--- config.mk ---
export PLATFORM = sky130hd
export DESIGN_NAME = timed_shutter_positioner_core
export DESIGN_NICKNAME = d
export VERILOG_FILES = /design/src/hdl/tsp_pkg.sv /design/src/hdl/tsp_ram.sv /design/src/hdl/tsp_mul.sv /design/src/hdl/tsp_cfg.sv /design/src/hdl/timed_shutter_positioner_core.sv
export SDC_FILE = /design/constraint.sdc
export NUM_CORES = 1
export LEC_CHECK = 0
export BUFFER_PORTS_ARGS = -buffer_cell sky130_fd_sc_hd__buf_2
export CAP_MARGIN = 20
export CORE_UTILIZATION = 40
export CTS_CLUSTER_SIZE = 24
export DETAILED_ROUTE_END_ITERATION = 16
export SLEW_MARGIN = 10
export SYNTH_ARGS = -nofsm -noshare
export SYNTH_HDL_FRONTEND = slang
export SYNTH_SLANG_ARGS = --single-unit
--- constraint.sdc ---
create_clock -name clk_i -period 4.4 [get_ports clk_i]
set_clock_uncertainty 0.1 [all_clocks]
set_input_delay 0.22 -clock clk_i [delete_from_list [all_inputs] [get_ports clk_i]]
set_output_delay 0.22 -clock clk_i [all_outputs]
set_load 0.005 [all_outputs]
--- src/hdl/tsp_pkg.sv ---
// ----------------------------------------------------------------------------
// tsp_pkg: shared types and constants of the timed shutter positioner
// Field widths, full-scale value, register map and configuration bundle.
// ----------------------------------------------------------------------------
package tsp_pkg;

  // Field widths
  localparam int unsigned POS_W       = 13;
  localparam int unsigned TRAVEL_W    = 20;
  localparam int unsigned EXTRA_W     = 8;
  localparam int unsigned TIME_W      = 21;
  localparam int unsigned PROD_W      = TRAVEL_W + POS_W;
  localparam int unsigned SCALE_SHIFT = 12;

  // Full scale position (fully open) and saturation limit of the timers
  localparam logic [POS_W-1:0]  FULL_POS = POS_W'(4096);
  localparam logic [TIME_W-1:0] TIME_MAX = {TIME_W{1'b1}};

  // Register reset values
  localparam logic [TRAVEL_W-1:0] TRAVEL_RST = TRAVEL_W'(20000);
  localparam logic [EXTRA_W-1:0]  EXTRA_RST  = EXTRA_W'(3);

  // Configuration port
  localparam int unsigned APB_ADDR_W = 4;
  localparam int unsigned APB_DATA_W = 32;

  typedef logic [1:0] reg_idx_t;
  localparam reg_idx_t REG_UP_TRAVEL   = 2'd0;
  localparam reg_idx_t REG_DOWN_TRAVEL = 2'd1;
  localparam reg_idx_t REG_ZERO_EXTRA  = 2'd2;

  // Configuration bundle handed to the core
  typedef struct packed {
    logic [TRAVEL_W-1:0] up_full_travel_ms;
    logic [TRAVEL_W-1:0] down_full_travel_ms;
    logic [EXTRA_W-1:0]  zeroing_extra_ms;
  } cfg_t;

endpackage

--- src/hdl/tsp_ram.sv ---
// ----------------------------------------------------------------------------
// tsp_ram: generic single-write, single-read RAM
// One write port and one read port; read data is registered.
// ----------------------------------------------------------------------------
module tsp_ram #(
  parameter int unsigned WIDTH = 13,
  parameter int unsigned DEPTH = 4,
  parameter int unsigned ADDR_W = (DEPTH > 1) ? $clog2(DEPTH) : 1
) (
  input  logic              clk_i,
  input  logic              we_i,
  input  logic [ADDR_W-1:0] waddr_i,
  input  logic [WIDTH-1:0]  wdata_i,
  input  logic [ADDR_W-1:0] raddr_i,
  output logic [WIDTH-1:0]  rdata_o
);

  logic [WIDTH-1:0] mem_q [DEPTH];
  logic [WIDTH-1:0] rdata_q;

  // Storage and registered read
  always_ff @(posedge clk_i) begin
    if (we_i) begin
      mem_q[waddr_i] <= wdata_i;
    end
    rdata_q <= mem_q[raddr_i];
  end

  assign rdata_o = rdata_q;

endmodule

--- src/hdl/tsp_mul.sv ---
// ----------------------------------------------------------------------------
// tsp_mul: bit-serial shift-add multiplier
// Takes one multiplier bit per cycle, MSB first.
// ----------------------------------------------------------------------------
module tsp_mul #(
  parameter int unsigned A_W = 20,
  parameter int unsigned B_W = 13
) (
  input  logic               clk_i,
  input  logic               rst_ni,
  input  logic               start_i,
  input  logic [A_W-1:0]     a_i,
  input  logic [B_W-1:0]     b_i,
  output logic               done_o,
  output logic [A_W+B_W-1:0] product_o
);

  localparam int unsigned P_W   = A_W + B_W;
  localparam int unsigned CNT_W = $clog2(B_W + 1);

  logic             busy_q, busy_d;
  logic             done_q, done_d;
  logic [CNT_W-1:0] cnt_q, cnt_d;
  logic [A_W-1:0]   a_q, a_d;
  logic [B_W-1:0]   b_q, b_d;
  logic [P_W-1:0]   acc_q, acc_d;
  logic [P_W-1:0]   addend;

  // One shift-add step per cycle
  always_comb begin
    addend = b_q[B_W-1] ? P_W'(a_q) : '0;
    busy_d = busy_q;
    done_d = 1'b0;
    cnt_d  = cnt_q;
    a_d    = a_q;
    b_d    = b_q;
    acc_d  = acc_q;
    if (start_i) begin
      busy_d = 1'b1;
      cnt_d  = CNT_W'(B_W);
      a_d    = a_i;
      b_d    = b_i;
      acc_d  = '0;
    end else if (busy_q) begin
      acc_d = {acc_q[P_W-2:0], 1'b0} + addend;
      b_d   = {b_q[B_W-2:0], 1'b0};
      cnt_d = cnt_q - CNT_W'(1);
      if (cnt_q == CNT_W'(1)) begin
        busy_d = 1'b0;
        done_d = 1'b1;
      end
    end
  end

  // Control
  always_ff @(posedge clk_i or negedge rst_ni) begin
    if (!rst_ni) begin
      busy_q <= 1'b0;
      done_q <= 1'b0;
      cnt_q  <= '0;
    end else begin
      busy_q <= busy_d;
      done_q <= done_d;
      cnt_q  <= cnt_d;
    end
  end

  // Datapath
  always_ff @(posedge clk_i) begin
    a_q   <= a_d;
    b_q   <= b_d;
    acc_q <= acc_d;
  end

  assign done_o    = done_q;
  assign product_o = acc_q;

endmodule

--- src/hdl/tsp_cfg.sv ---
// ----------------------------------------------------------------------------
// tsp_cfg: configuration register file
// APB-style access to the travel times and the zeroing extra time.
// ----------------------------------------------------------------------------
module tsp_cfg (
  input  logic                            clk_i,
  input  logic                            rst_ni,
  input  logic                            psel,
  input  logic                            penable,
  input  logic                            pwrite,
  input  logic [tsp_pkg::APB_ADDR_W-1:0]  paddr,
  input  logic [tsp_pkg::APB_DATA_W-1:0]  pwdata,
  output logic [tsp_pkg::APB_DATA_W-1:0]  prdata,
  output logic                            pready,
  output tsp_pkg::cfg_t                   cfg_o
);

  import tsp_pkg::*;

  cfg_t     cfg_q, cfg_d;
  reg_idx_t idx;
  logic     wr_en;

  assign idx   = paddr[3:2];
  assign wr_en = psel && penable && pwrite;

  // Register write
  always_comb begin
    cfg_d = cfg_q;
    if (wr_en) begin
      unique case (idx)
        REG_UP_TRAVEL:   cfg_d.up_full_travel_ms   = pwdata[TRAVEL_W-1:0];
        REG_DOWN_TRAVEL: cfg_d.down_full_travel_ms = pwdata[TRAVEL_W-1:0];
        REG_ZERO_EXTRA:  cfg_d.zeroing_extra_ms    = pwdata[EXTRA_W-1:0];
        default: ;
      endcase
    end
  end

  always_ff @(posedge clk_i or negedge rst_ni) begin
    if (!rst_ni) begin
      cfg_q.up_full_travel_ms   <= TRAVEL_RST;
      cfg_q.down_full_travel_ms <= TRAVEL_RST;
      cfg_q.zeroing_extra_ms    <= EXTRA_RST;
    end else begin
      cfg_q <= cfg_d;
    end
  end

  // Register read
  always_comb begin
    unique case (idx)
      REG_UP_TRAVEL:   prdata = APB_DATA_W'(cfg_q.up_full_travel_ms);
      REG_DOWN_TRAVEL: prdata = APB_DATA_W'(cfg_q.down_full_travel_ms);
      REG_ZERO_EXTRA:  prdata = APB_DATA_W'(cfg_q.zeroing_extra_ms);
      default:         prdata = '0;
    endcase
  end

  assign pready = 1'b1;
  assign cfg_o  = cfg_q;

endmodule

--- src/hdl/timed_shutter_positioner_core.sv ---
// ----------------------------------------------------------------------------
// timed_shutter_positioner_core: open-loop timed shutter positioner
// Enqueue and plain tick transactions give their result in the cycle after
// acceptance; a tick that starts a run gives it after the POP state and the
// 13-step serial multiplier that computes the run time (straight after POP
// when the target equals the position). A new transaction may be accepted
// in the result cycle. Async active-low reset: closed, idle, queue empty.
// ----------------------------------------------------------------------------
module timed_shutter_positioner_core #(
  parameter int unsigned QUEUE_DEPTH = 4,
  parameter int unsigned CNT_W       = $clog2(QUEUE_DEPTH + 1)
) (
  input  logic                            clk_i,
  input  logic                            rst_ni,
  // Item channel
  input  logic                            start,
  output logic                            busy,
  input  logic                            kind_i,
  input  logic [tsp_pkg::POS_W-1:0]       target_position_i,
  // Result channel
  output logic                            result_valid_o,
  output logic                            motor_up_o,
  output logic                            motor_down_o,
  output logic [tsp_pkg::POS_W-1:0]       position_o,
  output logic                            busy_res_o,
  output logic                            done_res_o,
  output logic                            dropped_o,
  output logic [CNT_W-1:0]                queue_count_o,
  // Configuration port
  input  logic                            psel,
  input  logic                            penable,
  input  logic                            pwrite,
  input  logic [tsp_pkg::APB_ADDR_W-1:0]  paddr,
  input  logic [tsp_pkg::APB_DATA_W-1:0]  pwdata,
  output logic [tsp_pkg::APB_DATA_W-1:0]  prdata,
  output logic                            pready
);

  import tsp_pkg::*;

  localparam int unsigned PTR_W = (QUEUE_DEPTH > 1) ? $clog2(QUEUE_DEPTH) : 1;
  localparam logic [PTR_W-1:0] PTR_LAST  = PTR_W'(QUEUE_DEPTH - 1);
  localparam logic [CNT_W-1:0] FILL_FULL = CNT_W'(QUEUE_DEPTH);

  // Sequencer states
  localparam logic [1:0] ST_IDLE = 2'd0;
  localparam logic [1:0] ST_POP  = 2'd1;
  localparam logic [1:0] ST_MUL  = 2'd2;

  cfg_t cfg;

  logic [1:0]        st_q, st_d;
  logic [PTR_W-1:0]  rd_ptr_q, rd_ptr_d;
  logic [PTR_W-1:0]  wr_ptr_q, wr_ptr_d;
  logic [CNT_W-1:0]  fill_q, fill_d;
  logic [POS_W-1:0]  pos_q, pos_d;
  logic [POS_W-1:0]  act_q, act_d;
  logic              run_q, run_d;
  logic              up_q, up_d;
  logic              down_q, down_d;
  logic [TIME_W-1:0] elapsed_q, elapsed_d;
  logic [TIME_W-1:0] run_time_q, run_time_d;
  logic              endstop_q, endstop_d;
  logic              strobe_q, strobe_d;
  logic              done_q, done_d;
  logic              drop_q, drop_d;

  logic              accept;
  logic [POS_W-1:0]  enq_tgt;
  logic              ram_we;
  logic [POS_W-1:0]  pop_tgt;
  logic              mul_start;
  logic [TRAVEL_W-1:0] mul_a;
  logic [POS_W-1:0]  mul_b;
  logic              mul_done;
  logic [PROD_W-1:0] mul_prod;
  logic [TIME_W-1:0] elapsed_inc;
  logic [TIME_W:0]   run_sum;

  assign accept = start && !busy;
  assign busy   = (st_q != ST_IDLE);

  // Clamp targets above full scale
  assign enq_tgt = (target_position_i > FULL_POS) ? FULL_POS : target_position_i;
  assign ram_we  = accept && kind_i && (fill_q != FILL_FULL);

  // Saturating elapsed time
  assign elapsed_inc = (elapsed_q == TIME_MAX) ? elapsed_q : elapsed_q + TIME_W'(1);

  // Run time: scaled product plus zeroing time at an end stop, saturated
  assign run_sum = {1'b0, mul_prod[PROD_W-1:SCALE_SHIFT]}
                 + (endstop_q ? (TIME_W+1)'(cfg.zeroing_extra_ms) : '0);

  // Sequencer and run state
  always_comb begin
    st_d       = st_q;
    rd_ptr_d   = rd_ptr_q;
    wr_ptr_d   = wr_ptr_q;
    fill_d     = fill_q;
    pos_d      = pos_q;
    act_d      = act_q;
    run_d      = run_q;
    up_d       = up_q;
    down_d     = down_q;
    elapsed_d  = elapsed_q;
    run_time_d = run_time_q;
    endstop_d  = endstop_q;
    strobe_d   = 1'b0;
    done_d     = done_q;
    drop_d     = drop_q;
    mul_start  = 1'b0;
    mul_a      = cfg.up_full_travel_ms;
    mul_b      = '0;

    unique case (st_q)
      ST_IDLE: begin
        if (accept) begin
          done_d = 1'b0;
          drop_d = 1'b0;
          if (kind_i) begin
            // Enqueue transaction
            strobe_d = 1'b1;
            if (fill_q == FILL_FULL) begin
              drop_d = 1'b1;
            end else begin
              wr_ptr_d = (wr_ptr_q == PTR_LAST) ? '0 : wr_ptr_q + PTR_W'(1);
              fill_d   = fill_q + CNT_W'(1);
            end
          end else if (!run_q) begin
            // Idle tick: pop the next target if any
            if (fill_q != '0) begin
              st_d = ST_POP;
            end else begin
              strobe_d = 1'b1;
            end
          end else begin
            // Tick during a run: advance time and check for the end
            strobe_d  = 1'b1;
            elapsed_d = elapsed_inc;
            if (act_q == pos_q) begin
              done_d = 1'b1;
              run_d  = 1'b0;
            end else if (elapsed_inc > run_time_q) begin
              done_d = 1'b1;
              run_d  = 1'b0;
              up_d   = 1'b0;
              down_d = 1'b0;
              pos_d  = act_q;
            end
          end
        end
      end

      ST_POP: begin
        // Queue head is on the RAM read port; start the run
        rd_ptr_d  = (rd_ptr_q == PTR_LAST) ? '0 : rd_ptr_q + PTR_W'(1);
        fill_d    = fill_q - CNT_W'(1);
        act_d     = pop_tgt;
        run_d     = 1'b1;
        elapsed_d = '0;
        if (pop_tgt > pos_q) begin
          up_d      = 1'b1;
          endstop_d = (pop_tgt == FULL_POS);
          mul_a     = cfg.up_full_travel_ms;
          mul_b     = pop_tgt - pos_q;
          mul_start = 1'b1;
          st_d      = ST_MUL;
        end else if (pop_tgt < pos_q) begin
          down_d    = 1'b1;
          endstop_d = (pop_tgt == '0);
          mul_a     = cfg.down_full_travel_ms;
          mul_b     = pos_q - pop_tgt;
          mul_start = 1'b1;
          st_d      = ST_MUL;
        end else begin
          strobe_d = 1'b1;
          st_d     = ST_IDLE;
        end
      end

      ST_MUL: begin
        if (mul_done) begin
          run_time_d = run_sum[TIME_W] ? TIME_MAX : run_sum[TIME_W-1:0];
          strobe_d   = 1'b1;
          st_d       = ST_IDLE;
        end
      end

      default: st_d = ST_IDLE;
    endcase
  end

  always_ff @(posedge clk_i or negedge rst_ni) begin
    if (!rst_ni) begin
      st_q       <= ST_IDLE;
      rd_ptr_q   <= '0;
      wr_ptr_q   <= '0;
      fill_q     <= '0;
      pos_q      <= '0;
      act_q      <= '0;
      run_q      <= 1'b0;
      up_q       <= 1'b0;
      down_q     <= 1'b0;
      elapsed_q  <= '0;
      run_time_q <= '0;
      endstop_q  <= 1'b0;
      strobe_q   <= 1'b0;
      done_q     <= 1'b0;
      drop_q     <= 1'b0;
    end else begin
      st_q       <= st_d;
      rd_ptr_q   <= rd_ptr_d;
      wr_ptr_q   <= wr_ptr_d;
      fill_q     <= fill_d;
      pos_q      <= pos_d;
      act_q      <= act_d;
      run_q      <= run_d;
      up_q       <= up_d;
      down_q     <= down_d;
      elapsed_q  <= elapsed_d;
      run_time_q <= run_time_d;
      endstop_q  <= endstop_d;
      strobe_q   <= strobe_d;
      done_q     <= done_d;
      drop_q     <= drop_d;
    end
  end

  // Target queue storage
  tsp_ram #(
    .WIDTH (POS_W),
    .DEPTH (QUEUE_DEPTH)
  ) u_queue (
    .clk_i   (clk_i),
    .we_i    (ram_we),
    .waddr_i (wr_ptr_q),
    .wdata_i (enq_tgt),
    .raddr_i (rd_ptr_q),
    .rdata_o (pop_tgt)
  );

  // Travel time multiplier
  tsp_mul #(
    .A_W (TRAVEL_W),
    .B_W (POS_W)
  ) u_mul (
    .clk_i     (clk_i),
    .rst_ni    (rst_ni),
    .start_i   (mul_start),
    .a_i       (mul_a),
    .b_i       (mul_b),
    .done_o    (mul_done),
    .product_o (mul_prod)
  );

  // Configuration registers
  tsp_cfg u_cfg (
    .clk_i   (clk_i),
    .rst_ni  (rst_ni),
    .psel    (psel),
    .penable (penable),
    .pwrite  (pwrite),
    .paddr   (paddr),
    .pwdata  (pwdata),
    .prdata  (prdata),
    .pready  (pready),
    .cfg_o   (cfg)
  );

  // Result ports show the state left by the transaction
  assign result_valid_o = strobe_q;
  assign motor_up_o     = up_q;
  assign motor_down_o   = down_q;
  assign position_o     = pos_q;
  assign busy_res_o     = run_q;
  assign done_res_o     = done_q;
  assign dropped_o      = drop_q;
  assign queue_count_o  = fill_q;

endmodule

After elaboration in Yosys (flattened, before gate mapping). Memories as Yosys holds them, arrays and structs flattened. A register that Yosys moved wholly into a read port is not among the register bits. Index checks and enable logic that the tools add are counted.

Bits in writable memories: 52. Word-level logic and storage cells: 172. Memories: 1. Flip-flop bits (word level): 204. Output and inout port bits: 56.

Eq/ne operators: 25. Bitwise operators: 3. $lt $le $gt $ge: 4. Reduce and logical (&&, ||, !) cells: 28. $add $sub $neg: 10. Mux-type cells: 77.

Memories: u_queue.mem_q (depth 4, width 13, read ports 1, clocked after Yosys merged registers in 1, wr ports 1, line tsp_ram.sv:18) `logic [WIDTH-1:0] mem_q [DEPTH];`.

Operator list (count): $mux 21 (5); $mux 20 (4); $mux 13 (6); $pmux 20 s3 (1); $pmux 21 s2 (1); $mux 1 (39); $add 33x33->33 (1); $sub 13x13->13 (2); $ne 2x2->1 const B (12); $add 21x8->22 (1); $add 21x1->21 const B (1); $eq 21x21->1 const B (1); $gt 21x21->1 (1); $mux 2 (9); $eq 13x13->1 (1); $eq 13x13->1 const B (1); $gt 13x13->1 (1); $gt 13x13->1 const B (1); $logic_not 13->1 (1); $lt 13x13->1 (1); $reduce_and 2->1 (6); $reduce_and 4->1 (3); $mux 3 (3); $eq 2x2->1 const B (4); 26 further kinds (41).

Logic depth before layout (Yosys ltp).
Word-level depth: 9. Gate-level depth with buffers: 18. Gate-level depth less buffers: 14.

Modules after synthesis. From an unflattened synthesis, not the netlist that was laid out.

Cell total of the unflattened synthesis: 1492. Area total of the unflattened synthesis: 15473.6 µm².

Modules (own cells, without submodules): timed_shutter_positioner_core (seq. area each 2102.0 µm², area an instance 6998.0 µm², cells an instance 852, times used 1); tsp_mul (seq. area each 1801.7 µm², area an instance 3948.8 µm², cells an instance 382, times used 1); tsp_cfg (seq. area each 1216.2 µm², area an instance 2353.5 µm², cells an instance 174, times used 1); tsp_ram (seq. area each 1821.7 µm², area an instance 2173.3 µm², cells an instance 84, times used 1).

Worst setup path before layout. OpenSTA, ideal clock, no wires.

Kind: flip-flop to flip-flop. Start point: reg elapsed_q[10]. End point: reg pos_q[10], in the netlist position_o[10]. Period minus slack after synthesis: 3714 ps. Cell stages (with the launch flop): 19. Path slack: 686 ps. Library setup time: 125 ps. Arrival time: 3489 ps. Required time: 4175 ps. Path through: dfrtp_1 buf_2 and4_4 nand3_4 nor4_4 nor2b_2 buf_6 nand2_1 xnor2_1 ha_1 a21o_1 a21o_1 a21oi_1 o21ai_0 a221o_1 and4_1 buf_2 buf_6 mux2_4.

Longest elaborated chain between the ends: 4. Elaborated cells on any way between the ends: 5.

Ends and longest elaborated chain: start, declared (line timed_shutter_positioner_core.sv:61) `logic [TIME_W-1:0] elapsed_q, elapsed_d;`; start signal, assigned (line timed_shutter_positioner_core.sv:220) `elapsed_q <= elapsed_d;`; $add 21x1->21 or $eq 21x21->1 (tied branches) (line timed_shutter_positioner_core.sv:88) `assign elapsed_inc = (elapsed_q == TIME_MAX) ? elapsed_q : elapsed_q + TIME_W'(1);`; $mux 21 (*) (line timed_shutter_positioner_core.sv:88); $gt 21x21->1 (*) (line timed_shutter_positioner_core.sv:143) `end else if (elapsed_inc > run_time_q) begin`; $reduce_and 6->1 (no source line) (*); end signal, assigned (line timed_shutter_positioner_core.sv:215) `pos_q <= pos_d;`; end, declared (line timed_shutter_positioner_core.sv:56) `logic [POS_W-1:0] pos_q, pos_d;`.

Mark *: on every way between the ends. The rest lies on a longest branch, timed or not. A chain may end at the register's enable or synchronous reset.

Final worst setup path.
Start point: reg elapsed_q[2]. End point: reg pos_q[6], in the netlist position_o[6].

The elaborated chain is that of the path after synthesis.

==> results.yml <==
status:
  status: "finished clean"
finish:
  antennaDiodeCount: 0
  multi_input_area_mm2: 0.00745
  syn2layout_area_growth_pct: 14.5
  final_cell_mix: "nand2_1, dfrtp_1, o21ai_0"
  num-nets-final: 1696
  fillers: 3437
  utilization: 0.468
  stdcell_count: 2047
  layout_commonest_cell: "nand2_1"
  fin_area_mm2: 0.0172
  drive_gt1_frac: 0.168
  regArea_mm2: 0.00694
cts:
  path_clk_slew_ns: 0.06
  htree_levels: 1
  postCtsResizedCells: 0
  numCtsBuffers: 31
  cts.sinks: 269
  cts_max_path_buffers: 3
  cts_tree: "built"
  insertion_delay_ns: 0.58
  cts-root-buf: "clkbuf_16"
detailed_routing:
  postRouteAntennaNets: 0
  remaining_drc_errors: 0
  vias: 10885
  via_per_inst: 5.32
  wl_per_cell_um: 17.0
  drt_iter0_markers: 443
  first_pass_iters: 5
  wl_um: 34800
worst_setup_path:
  cp_max_fo: 15
  crit_path_top_delay_cell: "dfrtp_1"
  startpoint_type: "flip-flop"
  path_common_cell: "a21o_1"
  r2r_cells: 14
  cp.arrival_ns: 4.30
  rr_startpoint: "elapsed_q[2]$_DFFE_PN0P_"
  cpPeakStageDelay_ns: 0.48
  rr_endpoint: "position_o[6]$_DFFE_PN0P_"
  required_ns: 4.76
  crit_chain: "and4_4, nand2_2, nor3_2, nor3b_1, xor2_1, ha_1, a21o_1, a21o_1, a21oi_1, o21ai_0, a221o_1, and4_1, buf_4, mux2_4"
  reg2reg_setup_slack_ns: 0.46
  critPathKind: "flip-flop to flip-flop"
  endpoint_kind: "flip-flop"
hold_path:
  hp-class: "input port to asynchronous set/reset pin"
sta:
  max_freq_ghz: 0.254
  period_share: 0.895
  min_period_ns: 3.94
  setup_tns_ns: 0
  setup_viol: 0
  max_slew_margin: 0.379
  drv_slew: 0
  finalHoldViolations: 0
  tightestPinTransition_ns: 0.931
  grt_setup_unrepaired: "false"
global_routing:
  antenna_found_initial: 0
  grt_pass1_vias: 10719
  grt_first_pass_wirelength_um: 57000
  grt-ovfl-total: 0
  grt_usage: 0.183
  grt_max_degree: 66
logic_synthesis:
  yosysUniqueCellTypes: 85
  yosysSeqAreaShare: 0.461
  syn_area_per_cell_um2: 10.3
  synth_seq_cells: 269
  synthCells: 1458
  synthesis.area_mm2: 0.0150
  synth_edf_count: 85
  async_flop_share: 0.513
  ys.flop_type: "dfrtp_1"
  ys_warn_count: 0
power:
  totalPowerFinal_mw: 11.6
  vdd_ir_drop_max_uv: 390
  powerDensity_mw_per_mm2: 671
  power.leakage_nw: 7.55
placed_design:
  dpl-instance-area_mm2: 0.0158
  gp_congestion: 0.864
  dp.cells: 1952
  io_buffers: 84
  hpwlAfterDp_um: 24900
job:
  max-cap-violations: 0
die:
  die_area_mm2: 0.0384
  rows: 70
  initial_utilization: 0.409
  die_w_um: 196
  io_pins: 112
  core-area_mm2: 0.0368
  die_y_um: 196
[cell usage after synthesis, drive strengths merged, types with 41 or more instances]
| master | n | area, um^2 |
|---|---|---|
| clkbuf | 49 | 185 |
| nand2 | 165 | 624 |
| dfxtp | 46 | 921 |
| a21oi | 60 | 304 |
| ha | 81 | 1010 |
| mux2 | 62 | 728 |
| o21ai | 103 | 531 |
| nor2 | 92 | 348 |
| edfxtp | 85 | 2550 |
| dfrtp | 126 | 3150 |
| xor2 | 41 | 359 |
| inv | 76 | 285 |
[sequential cells by signal (all words and copies together), names as in the netlist, 2 cells and up]
name             cells
rd_ptr_q             2
u_mul.b_q           13
run_time_q          21
queue_count_o        3
position_o          13
u_queue.rdata_o     13
st_q                 2
u_mul.product_o     33
act_q               13
u_queue.mem_q       52
u_mul.a_q           20
wr_ptr_q             2
u_cfg.cfg_o         48
u_mul.cnt_q          4
elapsed_q           21
[layer usage]
layer  wire length, um  track usage  vias to the layer above
met3              1280       0.0277                       48
met4               774       0.0463                        0
met1             15900        0.240                     5296
li1                  -            -                     5380
met2             16800        0.314                      161
met5                 0            0                        -
[stage by stage]
step	hold WS, ns	worst slack [ns]
floorplan	-0.176	0.686
CTS	0.147	0.458
finish	0.134	0.464
global route	0.191	0.275
detailed placement	0.185	0.492
global placement	0.180	0.505
[how the worst max path moves through the flow]
stage | startpoint | end | slack, ns
CTS | elapsed_q[2]$_DFFE_PN0P_ | position_o[1]$_DFFE_PN0P_ | 0.46
global route | elapsed_q[2]$_DFFE_PN0P_ | position_o[10]$_DFFE_PN0P_ | 0.27
detailed placement | elapsed_q[2]$_DFFE_PN0P_ | position_o[3]$_DFFE_PN0P_ | 0.49
finish | elapsed_q[2]$_DFFE_PN0P_ | position_o[6]$_DFFE_PN0P_ | 0.46
global placement | elapsed_q[2]$_DFFE_PN0P_ | position_o[5]$_DFFE_PN0P_ | 0.50
floorplan | elapsed_q[10]$_DFFE_PN0P_ | position_o[10]$_DFFE_PN0P_ | 0.69
[report_power, final]
group / leakage [nW] / switching [mW] / total [mW] / internal (mW)
registers: 2.92 / 0.712 / 4.10 / 3.39
clock network: 0.503 / 1.05 / 2.63 / 1.59
logic: 4.13 / 2.73 / 4.83 / 2.10
[worst max-delay path, delay by kind of cell, from the launching register on]
| kind | cells | cell delay, ns |
|---|---|---|
| xor+xnor | 1 | 0.19 |
| compound gates | 5 | 0.84 |
| buf+inv | 1 | 0.21 |
| simple gates | 5 | 1.41 |
| mux | 1 | 0.32 |
| fa+ha+maj | 1 | 0.26 |
| flops | 1 | 0.48 |
[cells by family after synthesis]
| kind of cell | after synthesis | synth area share |
|---|---|---|
| mux | 108 | 0.0898 |
| flops | 269 | 0.461 |
| simple gates | 436 | 0.142 |
| other cells | 2 | 0.000499 |
| buf+inv | 162 | 0.0469 |
| fa+ha+maj | 86 | 0.0740 |
| xor+xnor | 78 | 0.0454 |
| compound gates | 317 | 0.140 |
[area by class of cell]
class / instances / share of cell area
tap: 468 / 0.0340
clock buffer: 37 / 0.0463
clock inverter: 21 / 0.0142
multi-input combinational: 1038 / 0.432
sequential: 269 / 0.403
inverter: 78 / 0.0170
timing repair buffer: 136 / 0.0535
[repair_timing]
action / 4_1_cts / 5_1_grt
hold endpoints to repair: 167 / 0
hold buffers: 37 / 0
setup buffers: 0 / 0
No activity file was read; power rests on OpenSTA's default activity.
